[src/rtl/grcr_pkg.sv]
// Package for the grid raycast column renderer: constants, types and the sine table.
// No dependencies.
`timescale 1ns / 1ps
package grcr_pkg;

   localparam int MapWidthDef    = 16;
   localparam int MapHeightDef   = 16;
   localparam int ScreenWidthDef = 320;
   localparam int ScreenHeightDef = 200;
   localparam int MaxStepsDef    = 1000;

   localparam int CsrIdxW  = 2;
   localparam int CsrDataW = 16;
   localparam logic [CsrIdxW-1:0] CSR_PLAYER_X     = 2'd0;
   localparam logic [CsrIdxW-1:0] CSR_PLAYER_Y     = 2'd1;
   localparam logic [CsrIdxW-1:0] CSR_PLAYER_ANGLE = 2'd2;
   localparam logic [CsrIdxW-1:0] CSR_HALF_FOV     = 2'd3;

   localparam logic ACTION_WRITE = 1'b0;
   localparam logic ACTION_CAST  = 1'b1;

   localparam logic [18:0] STEP_Q24    = 19'd335544;
   localparam logic [7:0]  SHADE_FLOOR = 8'd25;
   localparam logic [7:0]  SHADE_TOP   = 8'd255;

   typedef enum logic [3:0] {
      ST_IDLE,
      ST_ANGLE,
      ST_SINE,
      ST_DELTA,
      ST_STEP,
      ST_CHECK,
      ST_DIV,
      ST_FINISH,
      ST_OUT
   } state_type;

   typedef struct packed {
      logic       action;
      logic [7:0] cell_index;
      logic       cell_is_solid;
      logic [8:0] column;
   } grcr_req_type;

   typedef struct packed {
      logic [8:0] out_column;
      logic [9:0] distance_steps;
      logic [7:0] wall_top;
      logic [7:0] wall_bottom;
      logic [7:0] shade;
   } grcr_rsp_type;

   function automatic logic [14:0] qsine(input logic [5:0] idx);
      logic [14:0] val;
      case (idx)
         6'd0:  val = 15'd0;     6'd1:  val = 15'd804;   6'd2:  val = 15'd1606;
         6'd3:  val = 15'd2404;  6'd4:  val = 15'd3196;  6'd5:  val = 15'd3981;
         6'd6:  val = 15'd4756;  6'd7:  val = 15'd5520;  6'd8:  val = 15'd6270;
         6'd9:  val = 15'd7005;  6'd10: val = 15'd7723;  6'd11: val = 15'd8423;
         6'd12: val = 15'd9102;  6'd13: val = 15'd9760;  6'd14: val = 15'd10394;
         6'd15: val = 15'd11003; 6'd16: val = 15'd11585; 6'd17: val = 15'd12140;
         6'd18: val = 15'd12665; 6'd19: val = 15'd13160; 6'd20: val = 15'd13623;
         6'd21: val = 15'd14053; 6'd22: val = 15'd14449; 6'd23: val = 15'd14811;
         6'd24: val = 15'd15137; 6'd25: val = 15'd15426; 6'd26: val = 15'd15679;
         6'd27: val = 15'd15893; 6'd28: val = 15'd16069; 6'd29: val = 15'd16207;
         6'd30: val = 15'd16305; 6'd31: val = 15'd16364;
         default: val = 15'd16384;
      endcase
      return val;
   endfunction

   // Quarter-wave lookup with linear interpolation; u is 0..16384.
   function automatic logic [14:0] quarter_lookup(input logic [14:0] u);
      logic [5:0]  idx;
      logic [8:0]  frac;
      logic [14:0] lo;
      logic [14:0] hi;
      logic [23:0] prod;
      idx  = u[14:9];
      frac = u[8:0];
      lo   = qsine(idx);
      hi   = qsine(idx + 6'd1);
      prod = 24'(hi - lo) * 24'(frac);
      if (idx >= 6'd32) begin
         return 15'd16384;
      end
      return lo + 15'(prod >> 9);
   endfunction

   // Signed Q1.14 sine of a 16-bit binary angle.
   function automatic logic signed [15:0] sine_q14(input logic [15:0] a);
      logic [14:0] s;
      if (a[14]) begin
         s = quarter_lookup(15'd16384 - {1'b0, a[13:0]});
      end else begin
         s = quarter_lookup({1'b0, a[13:0]});
      end
      return a[15] ? -$signed({1'b0, s}) : $signed({1'b0, s});
   endfunction

endpackage

[src/rtl/grcr_map_mem.sv]
// Map bitmap memory: one bit per cell, one write and one registered read port.
// Uses grcr_pkg.
`timescale 1ns / 1ps
module grcr_map_mem
   import grcr_pkg::*;
#(
   parameter int Cells = MapWidthDef * MapHeightDef
) (
   input  logic                     clock,
   input  logic                     wr_en,
   input  logic [$clog2(Cells)-1:0] wr_addr,
   input  logic                     wr_data,
   input  logic [$clog2(Cells)-1:0] rd_addr,
   output logic                     rd_data
);
   logic mem [Cells];
   logic rd_data_ff;

   always_ff @(posedge clock) begin
      if (wr_en) begin
         mem[wr_addr] <= wr_data;
      end
      rd_data_ff <= mem[rd_addr];
   end

   assign rd_data = rd_data_ff;
endmodule

[config.mk]
export PLATFORM = sky130hd
export DESIGN_NAME = grcr_map_mem
export DESIGN_NICKNAME = d
export VERILOG_FILES = /design/src/rtl/grcr_pkg.sv /design/src/rtl/grcr_map_mem.sv
export SDC_FILE = /design/constraint.sdc
export NUM_CORES = 1
export LEC_CHECK = 0
export ABC_AREA = 1
export ABC_CLOCK_PERIOD_IN_PS = 3600
export BUFFER_PORTS_ARGS = -buffer_cell sky130_fd_sc_hd__buf_2
export CORE_ASPECT_RATIO = 0.6
export CORE_MARGIN = 2
export CORE_UTILIZATION = 50
export CTS_BUF_LIST = sky130_fd_sc_hd__clkbuf_8
export DETAILED_ROUTE_END_ITERATION = 6
export GPL_TIMING_DRIVEN = 0
export PLACE_DENSITY = 0.69
export SLEW_MARGIN = 15
export SYNTH_ARGS = -nofsm -noshare
export SYNTH_HDL_FRONTEND = slang
export SYNTH_SLANG_ARGS = --single-unit
export TNS_END_PERCENT = 10
[constraint.sdc]
create_clock -name clock -period 3.6 [get_ports clock]
set_input_delay 0.72 -clock clock [delete_from_list [all_inputs] [get_ports clock]]
set_output_delay 0.72 -clock clock [all_outputs]
set_load 0.005 [all_outputs]
==> results.json <==
{
  "ff2ff_path_depth": 10,
  "worst_ep_arrival_time_ns": 2.73,
  "cts_setup_buffers": 0,
  "ctsRootBufferMaster": "clkbuf_8",
  "placed_cell_area_sq_mm": 0.01223,
  "outcome": "completed",
  "fmax_ghz": 0.4323,
  "crit_required_ns": 4.02,
  "power.internal_mw": 4.488,
  "swShare": 0.2508,
  "die-area_sq_mm": 0.02472,
  "fin_util": 0.5604,
  "synth.distinct_cells": 13,
  "wl_per_cell_um": 22.00,
  "cts.sinks": 257,
  "min_path_type": "in -> reg",
  "cts_buffers": 39,
  "io_pins": 20,
  "p_sw_mw": 1.502,
  "final_layout_size_suffix_gt1_frac": 0.08281,
  "post-route-min-period_ns": 2.313,
  "vias": 9132,
  "ys_ff_latch": 257,
  "holdPathStages": 3,
  "antenna_cells": 0,
  "grt_max_degree": 136,
  "cp-start-kind": "primary input",
  "slew_viol_final": 0,
  "die_w_um": 201.6,
  "clkLatencyLatePin_ns": 0.56,
  "overflow": 0,
  "cts.repair.resized": 0,
  "slew_headroom": 0.2764,
  "netlist.top_cell.by_area": "edfxtp_1",
  "grt_first_pass_wirelength_um": 51690,
  "p_clk_frac": 0.370,
  "yosys_warnings": 0,
  "area_growth_pct": 10.12,
  "antenna_found_initial": 0,
  "clockBufferDepth": 3,
  "finalSetupTns_ns": 0,
  "drc": 0,
  "cts-htree-levels": 2,
  "syn-mean-instance-area_sq_um": 9.897,
  "vias_per_cell": 5.769,
  "rows": 43,
  "dp_hpwl_um": 22440,
  "path_class": "in -> reg",
  "tightest_slew_ns": 1.085,
  "leakage_nw": 4.503,
  "p_seq_frac": 0.551,
  "path_max_fanout": 10,
  "clkTransAtPathRegs_ns": 0.06,
  "cts_tree": "yes",
  "finalSetupViolations": 0,
  "yosys.area.top_type_share": 0.6561,
  "yosys-top-cells-area": "edfxtp_1, nand3_1, nand2_1, nor2_1, buf_6",
  "synth_area_sq_mm": 0.01172,
  "core_area_sq_mm": 0.02303,
  "drt_iter0_drc": 1307,
  "initial_core_util": 0.5089,
  "antenna_left": 0,
  "combPwrFrac": 0.079,
  "fin_crit_sh": 0.6425,
  "skew_ns": 0.01674,
  "syn_inst": 1184,
  "ir_drop_mv": 0.2605,
  "worstSetupEndpointType": "flop",
  "ys_seq_area_frac": 0.6578,
  "drt-pass1-iter-count": 6,
  "finalInstanceArea_sq_mm": 0.01290,
  "port_buffers": 16,
  "p_per_area_mw_per_mm2": 464.2,
  "gr-usage-all-layers": 0.2892,
  "wirelength_um": 34830,
  "drv_cap": 0,
  "die_y_um": 122.6,
  "syn-num-nets": 1203,
  "hold_buffers": 0,
  "nets": 1261,
  "rsz0062_at_grt": "no",
  "hold_viol": 0,
  "first_global_vias": 8494,
  "place.gp.congestion": 0.9464
}
==> critical path, stage by stage <==
cell and delay, ns:
buf_2 0.18, inv_1 0.28, clkbuf_1 0.75, nand3_1 0.21, nand3_1 0.12, nand2_1 0.12
nand2_1 0.09, nand3_1 0.08, nand3_1 0.08, nand2_1 0.09
==> power groups by stage <==
stage / clock, mW / sequential [mW] / combinational [mW]
after floorplan: 0 / 3.36 / 0.258
after global placement: 0 / 3.37 / 0.450
after detailed placement: 0 / 3.36 / 0.459
after CTS: 2.22 / 3.30 / 0.462
after global routing: 2.37 / 3.30 / 0.507
final: 2.22 / 3.30 / 0.474
==> cell usage after synthesis, drive strengths merged <==
library cell and n:
nand2 299, nand4 3, dfxtp 1, edfxtp 256, nand3 254, buf 45
nor2 268, inv 18, clkbuf 40
==> layout by cell type (no fill, tap or decap) <==
master and instances:
buf_1 3, clkbuf_1 40, buf_2 29, edfxtp_1 256, buf_6 22, clkinv_2 2
nand3_1 254, nand4_1 3, clkinv_1 3, inv_2 2, nand2_1 299, clkbuf_8 42
inv_1 36, nor2_1 268, buf_16 1, dfxtp_1 1, buf_8 1, buf_4 6
==> registers in the layout (all words and copies together) (netlist names) <==
signal   count
mem        256
rd_data      1
==> final timing paths <==
path / startpoint / to / slack, ns
setup / recovery: rd_addr[3] / rd_data$_DFF_P_ / 1.29
hold / removal: rd_addr[7] / rd_data$_DFF_P_ / 0.53
setup reg to reg: mem[150]$_DFFE_PP_ / rd_data$_DFF_P_ / 2.07
hold reg to reg: mem[98]$_DFFE_PP_ / rd_data$_DFF_P_ / 1.05
==> kinds of logic (layout without fill, tap and decap cells) <==
kind of cell           Yosys count  in the layout  share of synthesized area
AND/OR/NAND/NOR                824            824                     0.2917
flip-flops                     257            257                     0.6578
buffers and inverters          103            187                    0.05051
==> cell type report <==
type | instances | area [sq um]
Fill cell | 2126 | 10120
Multi-Input combinational cell | 824 | 3418
Buffer | 85 | 524.3
Timing Repair Buffer | 17 | 117.6
Tap cell | 315 | 394.1
Inverter | 18 | 67.56
Clock buffer | 42 | 578.1
Clock inverter | 25 | 96.34
Sequential cell | 257 | 7707
==> through the flow <==
stage               total power, mW  cells  setup slack, ns  hold slack [ns]
floorplan                     3.622   1184            1.712           0.8189
global placement              3.822   1515          -0.6199            1.013
detailed placement            3.822   1516           0.8042            1.026
CTS                           5.983   1583            1.377           0.5175
global route                  6.170   1583            1.239           0.5395
finish                        5.990   1583            1.287           0.5267
==> metal layers <==
layer,share of wire,track usage,vias to the layer above
li1,-,-,4124
met1,0.42,0.4323,4354
met3,0.14,0.07647,88
met2,0.41,0.4147,566
met5,0,0.003968,-
met4,0.027,0.08594,0
(Power assumes the default switching activity.)
