File: src/rtl/grcr_pkg.sv
// Package for the grid raycast column renderer: constants, types and the sine table.
// No dependencies.
`timescale 1ns / 1ps
package grcr_pkg;

   localparam int MapWidthDef    = 16;
   localparam int MapHeightDef   = 16;
   localparam int ScreenWidthDef = 320;
   localparam int ScreenHeightDef = 200;
   localparam int MaxStepsDef    = 1000;

   localparam int CsrIdxW  = 2;
   localparam int CsrDataW = 16;
   localparam logic [CsrIdxW-1:0] CSR_PLAYER_X     = 2'd0;
   localparam logic [CsrIdxW-1:0] CSR_PLAYER_Y     = 2'd1;
   localparam logic [CsrIdxW-1:0] CSR_PLAYER_ANGLE = 2'd2;
   localparam logic [CsrIdxW-1:0] CSR_HALF_FOV     = 2'd3;

   localparam logic ACTION_WRITE = 1'b0;
   localparam logic ACTION_CAST  = 1'b1;

   localparam logic [18:0] STEP_Q24    = 19'd335544;
   localparam logic [7:0]  SHADE_FLOOR = 8'd25;
   localparam logic [7:0]  SHADE_TOP   = 8'd255;

   typedef enum logic [3:0] {
      ST_IDLE,
      ST_ANGLE,
      ST_SINE,
      ST_DELTA,
      ST_STEP,
      ST_CHECK,
      ST_DIV,
      ST_FINISH,
      ST_OUT
   } state_type;

   typedef struct packed {
      logic       action;
      logic [7:0] cell_index;
      logic       cell_is_solid;
      logic [8:0] column;
   } grcr_req_type;

   typedef struct packed {
      logic [8:0] out_column;
      logic [9:0] distance_steps;
      logic [7:0] wall_top;
      logic [7:0] wall_bottom;
      logic [7:0] shade;
   } grcr_rsp_type;

   function automatic logic [14:0] qsine(input logic [5:0] idx);
      logic [14:0] val;
      case (idx)
         6'd0:  val = 15'd0;     6'd1:  val = 15'd804;   6'd2:  val = 15'd1606;
         6'd3:  val = 15'd2404;  6'd4:  val = 15'd3196;  6'd5:  val = 15'd3981;
         6'd6:  val = 15'd4756;  6'd7:  val = 15'd5520;  6'd8:  val = 15'd6270;
         6'd9:  val = 15'd7005;  6'd10: val = 15'd7723;  6'd11: val = 15'd8423;
         6'd12: val = 15'd9102;  6'd13: val = 15'd9760;  6'd14: val = 15'd10394;
         6'd15: val = 15'd11003; 6'd16: val = 15'd11585; 6'd17: val = 15'd12140;
         6'd18: val = 15'd12665; 6'd19: val = 15'd13160; 6'd20: val = 15'd13623;
         6'd21: val = 15'd14053; 6'd22: val = 15'd14449; 6'd23: val = 15'd14811;
         6'd24: val = 15'd15137; 6'd25: val = 15'd15426; 6'd26: val = 15'd15679;
         6'd27: val = 15'd15893; 6'd28: val = 15'd16069; 6'd29: val = 15'd16207;
         6'd30: val = 15'd16305; 6'd31: val = 15'd16364;
         default: val = 15'd16384;
      endcase
      return val;
   endfunction

   // Quarter-wave lookup with linear interpolation; u is 0..16384.
   function automatic logic [14:0] quarter_lookup(input logic [14:0] u);
      logic [5:0]  idx;
      logic [8:0]  frac;
      logic [14:0] lo;
      logic [14:0] hi;
      logic [23:0] prod;
      idx  = u[14:9];
      frac = u[8:0];
      lo   = qsine(idx);
      hi   = qsine(idx + 6'd1);
      prod = 24'(hi - lo) * 24'(frac);
      if (idx >= 6'd32) begin
         return 15'd16384;
      end
      return lo + 15'(prod >> 9);
   endfunction

   // Signed Q1.14 sine of a 16-bit binary angle.
   function automatic logic signed [15:0] sine_q14(input logic [15:0] a);
      logic [14:0] s;
      if (a[14]) begin
         s = quarter_lookup(15'd16384 - {1'b0, a[13:0]});
      end else begin
         s = quarter_lookup({1'b0, a[13:0]});
      end
      return a[15] ? -$signed({1'b0, s}) : $signed({1'b0, s});
   endfunction

endpackage

File: src/rtl/grcr_divider.sv
// Restoring divider for the wall height: quotient = dividend / divisor.
// Uses grcr_pkg; one quotient bit per cycle.
`timescale 1ns / 1ps
module grcr_divider
   import grcr_pkg::*;
#(
   parameter int NumW = 17,
   parameter int DenW = 13
) (
   input  logic            clock,
   input  logic            reset,
   input  logic            start,
   input  logic [NumW-1:0] dividend,
   input  logic [DenW-1:0] divisor,
   output logic            done,
   output logic [NumW-1:0] quotient
);
   localparam int CntW = $clog2(NumW + 1);
   logic [NumW-1:0] quot_ff, quot_in;
   logic [DenW:0]   rem_ff, rem_in;
   logic [DenW-1:0] den_ff, den_in;
   logic [CntW-1:0] cnt_ff, cnt_in;
   logic            busy_ff, busy_in;
   logic            done_ff, done_in;
   logic [DenW:0]   trial;

   always_comb begin
      quot_in = quot_ff;
      rem_in  = rem_ff;
      den_in  = den_ff;
      cnt_in  = cnt_ff;
      busy_in = busy_ff;
      done_in = 1'b0;
      trial   = {rem_ff[DenW-1:0], quot_ff[NumW-1]};
      if (start) begin
         quot_in = dividend;
         rem_in  = '0;
         den_in  = divisor;
         cnt_in  = CntW'(NumW);
         busy_in = 1'b1;
      end else if (busy_ff) begin
         if (trial >= {1'b0, den_ff}) begin
            rem_in  = trial - {1'b0, den_ff};
            quot_in = {quot_ff[NumW-2:0], 1'b1};
         end else begin
            rem_in  = trial;
            quot_in = {quot_ff[NumW-2:0], 1'b0};
         end
         cnt_in = cnt_ff - 1'b1;
         if (cnt_ff == CntW'(1)) begin
            busy_in = 1'b0;
            done_in = 1'b1;
         end
      end
   end

   always_ff @(posedge clock) begin
      if (reset) begin
         busy_ff <= 1'b0;
         done_ff <= 1'b0;
         cnt_ff  <= '0;
      end else begin
         busy_ff <= busy_in;
         done_ff <= done_in;
         cnt_ff  <= cnt_in;
      end
      quot_ff <= quot_in;
      rem_ff  <= rem_in;
      den_ff  <= den_in;
   end

   assign done     = done_ff;
   assign quotient = quot_ff;
endmodule

File: config.mk
export PLATFORM = sky130hd
export DESIGN_NAME = grcr_divider
export DESIGN_NICKNAME = d
export VERILOG_FILES = /design/src/rtl/grcr_pkg.sv /design/src/rtl/grcr_divider.sv
export SDC_FILE = /design/constraint.sdc
export NUM_CORES = 1
export LEC_CHECK = 0
export ABC_AREA = 1
export BUFFER_PORTS_ARGS = -buffer_cell sky130_fd_sc_hd__buf_2
export CAP_MARGIN = 20
export CORE_ASPECT_RATIO = 2
export CORE_MARGIN = 2
export CORE_UTILIZATION = 34
export CTS_CLUSTER_SIZE = 14
export DETAILED_ROUTE_END_ITERATION = 10
export HOLD_SLACK_MARGIN = 0.03
export PLACE_DENSITY = 0.54
export SYNTH_ARGS = -nofsm -noshare
export SYNTH_HDL_FRONTEND = slang
export SYNTH_SLANG_ARGS = --single-unit
File: constraint.sdc
create_clock -name clock -period 2.89 [get_ports clock]
set_clock_uncertainty 0.2 [all_clocks]
set_input_delay 0.289 -clock clock [delete_from_list [all_inputs] [get_ports clock]]
set_output_delay 0.289 -clock clock [all_outputs]
set_load 0.02 [all_outputs]
==> results.md <==
* Congestion Overflow GR at 0
* Via density at 4.68
* Fin crit share at 84.0%
* MaxCap Viol Count at 0
* I/O pins at 51
* Final HPWL DP at 5.82 mm
* Pwr dens at 484 mW/mm^2
* Yosys top cell area share at 29.9%
* Worst-path cell chain: inv_1 > ha_1 > inv_1 > fa_1 > nand2_1 > nand2_1 > nand3_1 > nand2_1 > nand2_2 > nand3_4 > nand2_1 > nand2_1
* Area contributors post-synth: edfxtp_1, nand2_1, dfxtp_1
* Endpoints failing setup at 0
* Initial core utilization at 34.9%
* Chip height at 137 um
* FILL cells at 907
* Num CTS Buffers at 5
* Ratio of cells with drive above 1 in the final layout at 19.5%
* Final antenna-violating net count at 0
* Routed WL per cell at 13.2 um
* Sink Count at 50
* Synth Flop Type: edfxtp_1
* Largest net degree at the start of global routing at 34
* RSZ-0062 raised after global routing: no
* Max VDD drop at 0.505 mV
* Critical path class: flip-flop to flip-flop
* Cell area after synthesis at 0.00302 mm^2
* EDFF count, synth at 30
* GRT Util Overall at 16.4%
* CTS H-tree depth at 2
* Post-Syn Instances at 391
* DR DRC count at 0
* Root Buffer: clkbuf_16
* Core Area at 0.00865 mm^2
* Crit path buf inv count at 2
* Synth area leader: edfxtp_1
* Unique masters post-synth at 35
* Initial DRC count at 86
* # port buffers at 50
* Actual transition at the worst max-transition pin at 536 ps
* Adder-Cell Fraction of Synth Area at 6.89%
* Die area at 0.00968 mm^2
* Pre-antenna DRT Iters at 4
* Post-synth ARST share at 0%
* Xor/xnor share of the synthesized area at 1.74%
* N_diodes at 0
* First-pass GRT wire length at 12.3 mm
* Initial antenna violation count at 0
* Vias in the first global route at 2741
* CTS tree: done
* CP Data Arrival Time at 2270 ps
* YS warnings at 0
* Hold_ws at 66.1 ps
* Status: finished clean
* Total power draw at 1790 uW
* Setup TNS at 0 ps
* Largest family of logic cells by synthesized area: simple AND/OR/NAND/NOR gates
* Leak Pwr at 0.00191 uW
* Routability cong. at 0.886
* Vias at 2623
* Final core occ at 42.7%
* Final min period at 2430 ps
* Compound-Gate Fraction of Synth Area at 3.11%
* Synth Area per Inst at 7.71 um^2
* Worst path most repeated cell: nand2_1
* # rows at 48
* Simple-gate share of the synthesized area at 34.2%
* Top delay family on crit path: simple AND/OR/NAND/NOR gates
* Max clock buf depth at 2
* Crit. End Element: flip-flop
* Max FO, Critical Path at 15
* Synth Register Bits at 50
* Area Growth Syn to Fin at 22.4%
* CP required at 2740 ps
* Slowest CP cell: fa_1
* Rel. slew slack at 64.0%
* Routed Wire Length at 7.39 mm
* Register area share after synthesis at 43.2%
* Synth Net Count at 440
* Clock slew at reported path FFs at 70 ps
* Highest cell delay on the worst timing path at 440 ps
* Critical path launch point type: flip-flop
* Placed Area at 0.00338 mm^2
* Maximum clock frequency at 0.412 GHz
* Mux share of post-synthesis cell area at 0%
* Hold crit path type: primary input to flip-flop
* Nets@finish at 509
* Final Hold Fails at 0
* Clock Latency Late Sink at 290 ps
* Post-CTS setup buffer count at 0
* Max Slew Vio Count at 0
* Die W at 70.6 um
* Design Area, Final at 0.00369 mm^2
## kinds of logic after synthesis
| kind of cell | count (synthesis) |
|---|---|
| simple gates | 224 |
| buf+inv | 81 |
| flops | 50 |
| fa+ha+maj | 16 |
| compound gates | 14 |
| xor+xnor | 6 |
## layout by cell type, fill, tap and decap left out, types with 4 or more instances in the layout
cell | Yosys | routed
a21oi_1 | 4 | 4
buf_2 | 4 | 50
buf_4 | 1 | 7
clkbuf_16 | 0 | 6
dfxtp_1 | 20 | 20
dlygate4sd3_1 | 0 | 14
edfxtp_1 | 30 | 30
ha_1 | 15 | 15
inv_1 | 68 | 68
nand2_1 | 138 | 138
nand2_2 | 8 | 8
nand3_1 | 27 | 27
nand3_2 | 7 | 7
nand4_1 | 18 | 18
nor2_1 | 17 | 17
## where the power goes
group,internal [uW],switching (uW)
Clock,398,259
Combinational,109,185
Sequential,812,24.5
## cell usage after synthesis, types with 2 or more instances
library cell,number
inv_2,3
clkbuf_1,2
nor2_4,2
a21oi_1,4
nand3_1,27
nor2_2,2
edfxtp_1,30
inv_1,68
nand3_2,7
o21ai_0,3
xnor2_1,3
ha_1,15
nor2_1,17
dfxtp_1,20
nand2_1,138
buf_2,4
nand4_1,18
xor2_1,3
nor3_1,2
nand2_2,8
## metrics by stage
stage               std cells  setup WS [ps]
finish                    561            463
detailed placement        539            474
CTS                       561            462
global placement          539            515
floorplan                 391            515
global route              561            202
## layer usage
layer | global-route usage [%] | vias to the layer above | wire length, um
met4 | 10.7 | 0 | 367
met1 | 15.4 | 1165 | 2700
li1 | - | 1375 | -
met3 | 1.83 | 19 | 223
met5 | 0 | - | 0
met2 | 32.3 | 64 | 4100
## sequential cells by signal, indices dropped and copies added, names as in the netlist
signal / flops
busy_ff: 1
cnt_ff: 5
den_ff: 13
done: 1
quotient: 17
rem_ff: 13
## worst register-to-register path: stages, from the launching register on
cell	delay [ps]
edfxtp_1	380
inv_1	100
ha_1	150
inv_1	70
fa_1	440
nand2_1	100
nand2_1	50
nand3_1	60
nand2_1	80
nand2_2	140
nand3_4	240
nand2_1	120
nand2_1	60
## final timing paths
path	cells after the start	end	slack, ps	start
worst max-delay path	12	quotient[0]$_DFFE_PP_	460	quotient[16]$_DFFE_PP_
worst min-delay path	3	quotient[2]$_DFFE_PP_	70	dividend[2]
worst min register to register	2	cnt_ff[4]$_SDFFE_PP0P_	270	cnt_ff[4]$_SDFFE_PP0P_
worst max register to register	12	quotient[0]$_DFFE_PP_	460	quotient[16]$_DFFE_PP_
## what timing repair did
item,4_1_cts,5_1_grt
endpoints found under the hold margin,14,0
hold buffers,14,0
gates resized for setup,0,0
## cell type report
class | instances | area (um^2) | share of cell area (%)
multi-input cells | 260 | 1390 | 37.5
repair buffers | 71 | 443 | 12.0
flip-flops and latches | 50 | 1300 | 35.2
inverters | 72 | 270 | 7.32
clock buffers | 8 | 168 | 4.54
well taps | 100 | 125 | 3.39
Power figures use the tool's default switching activity.
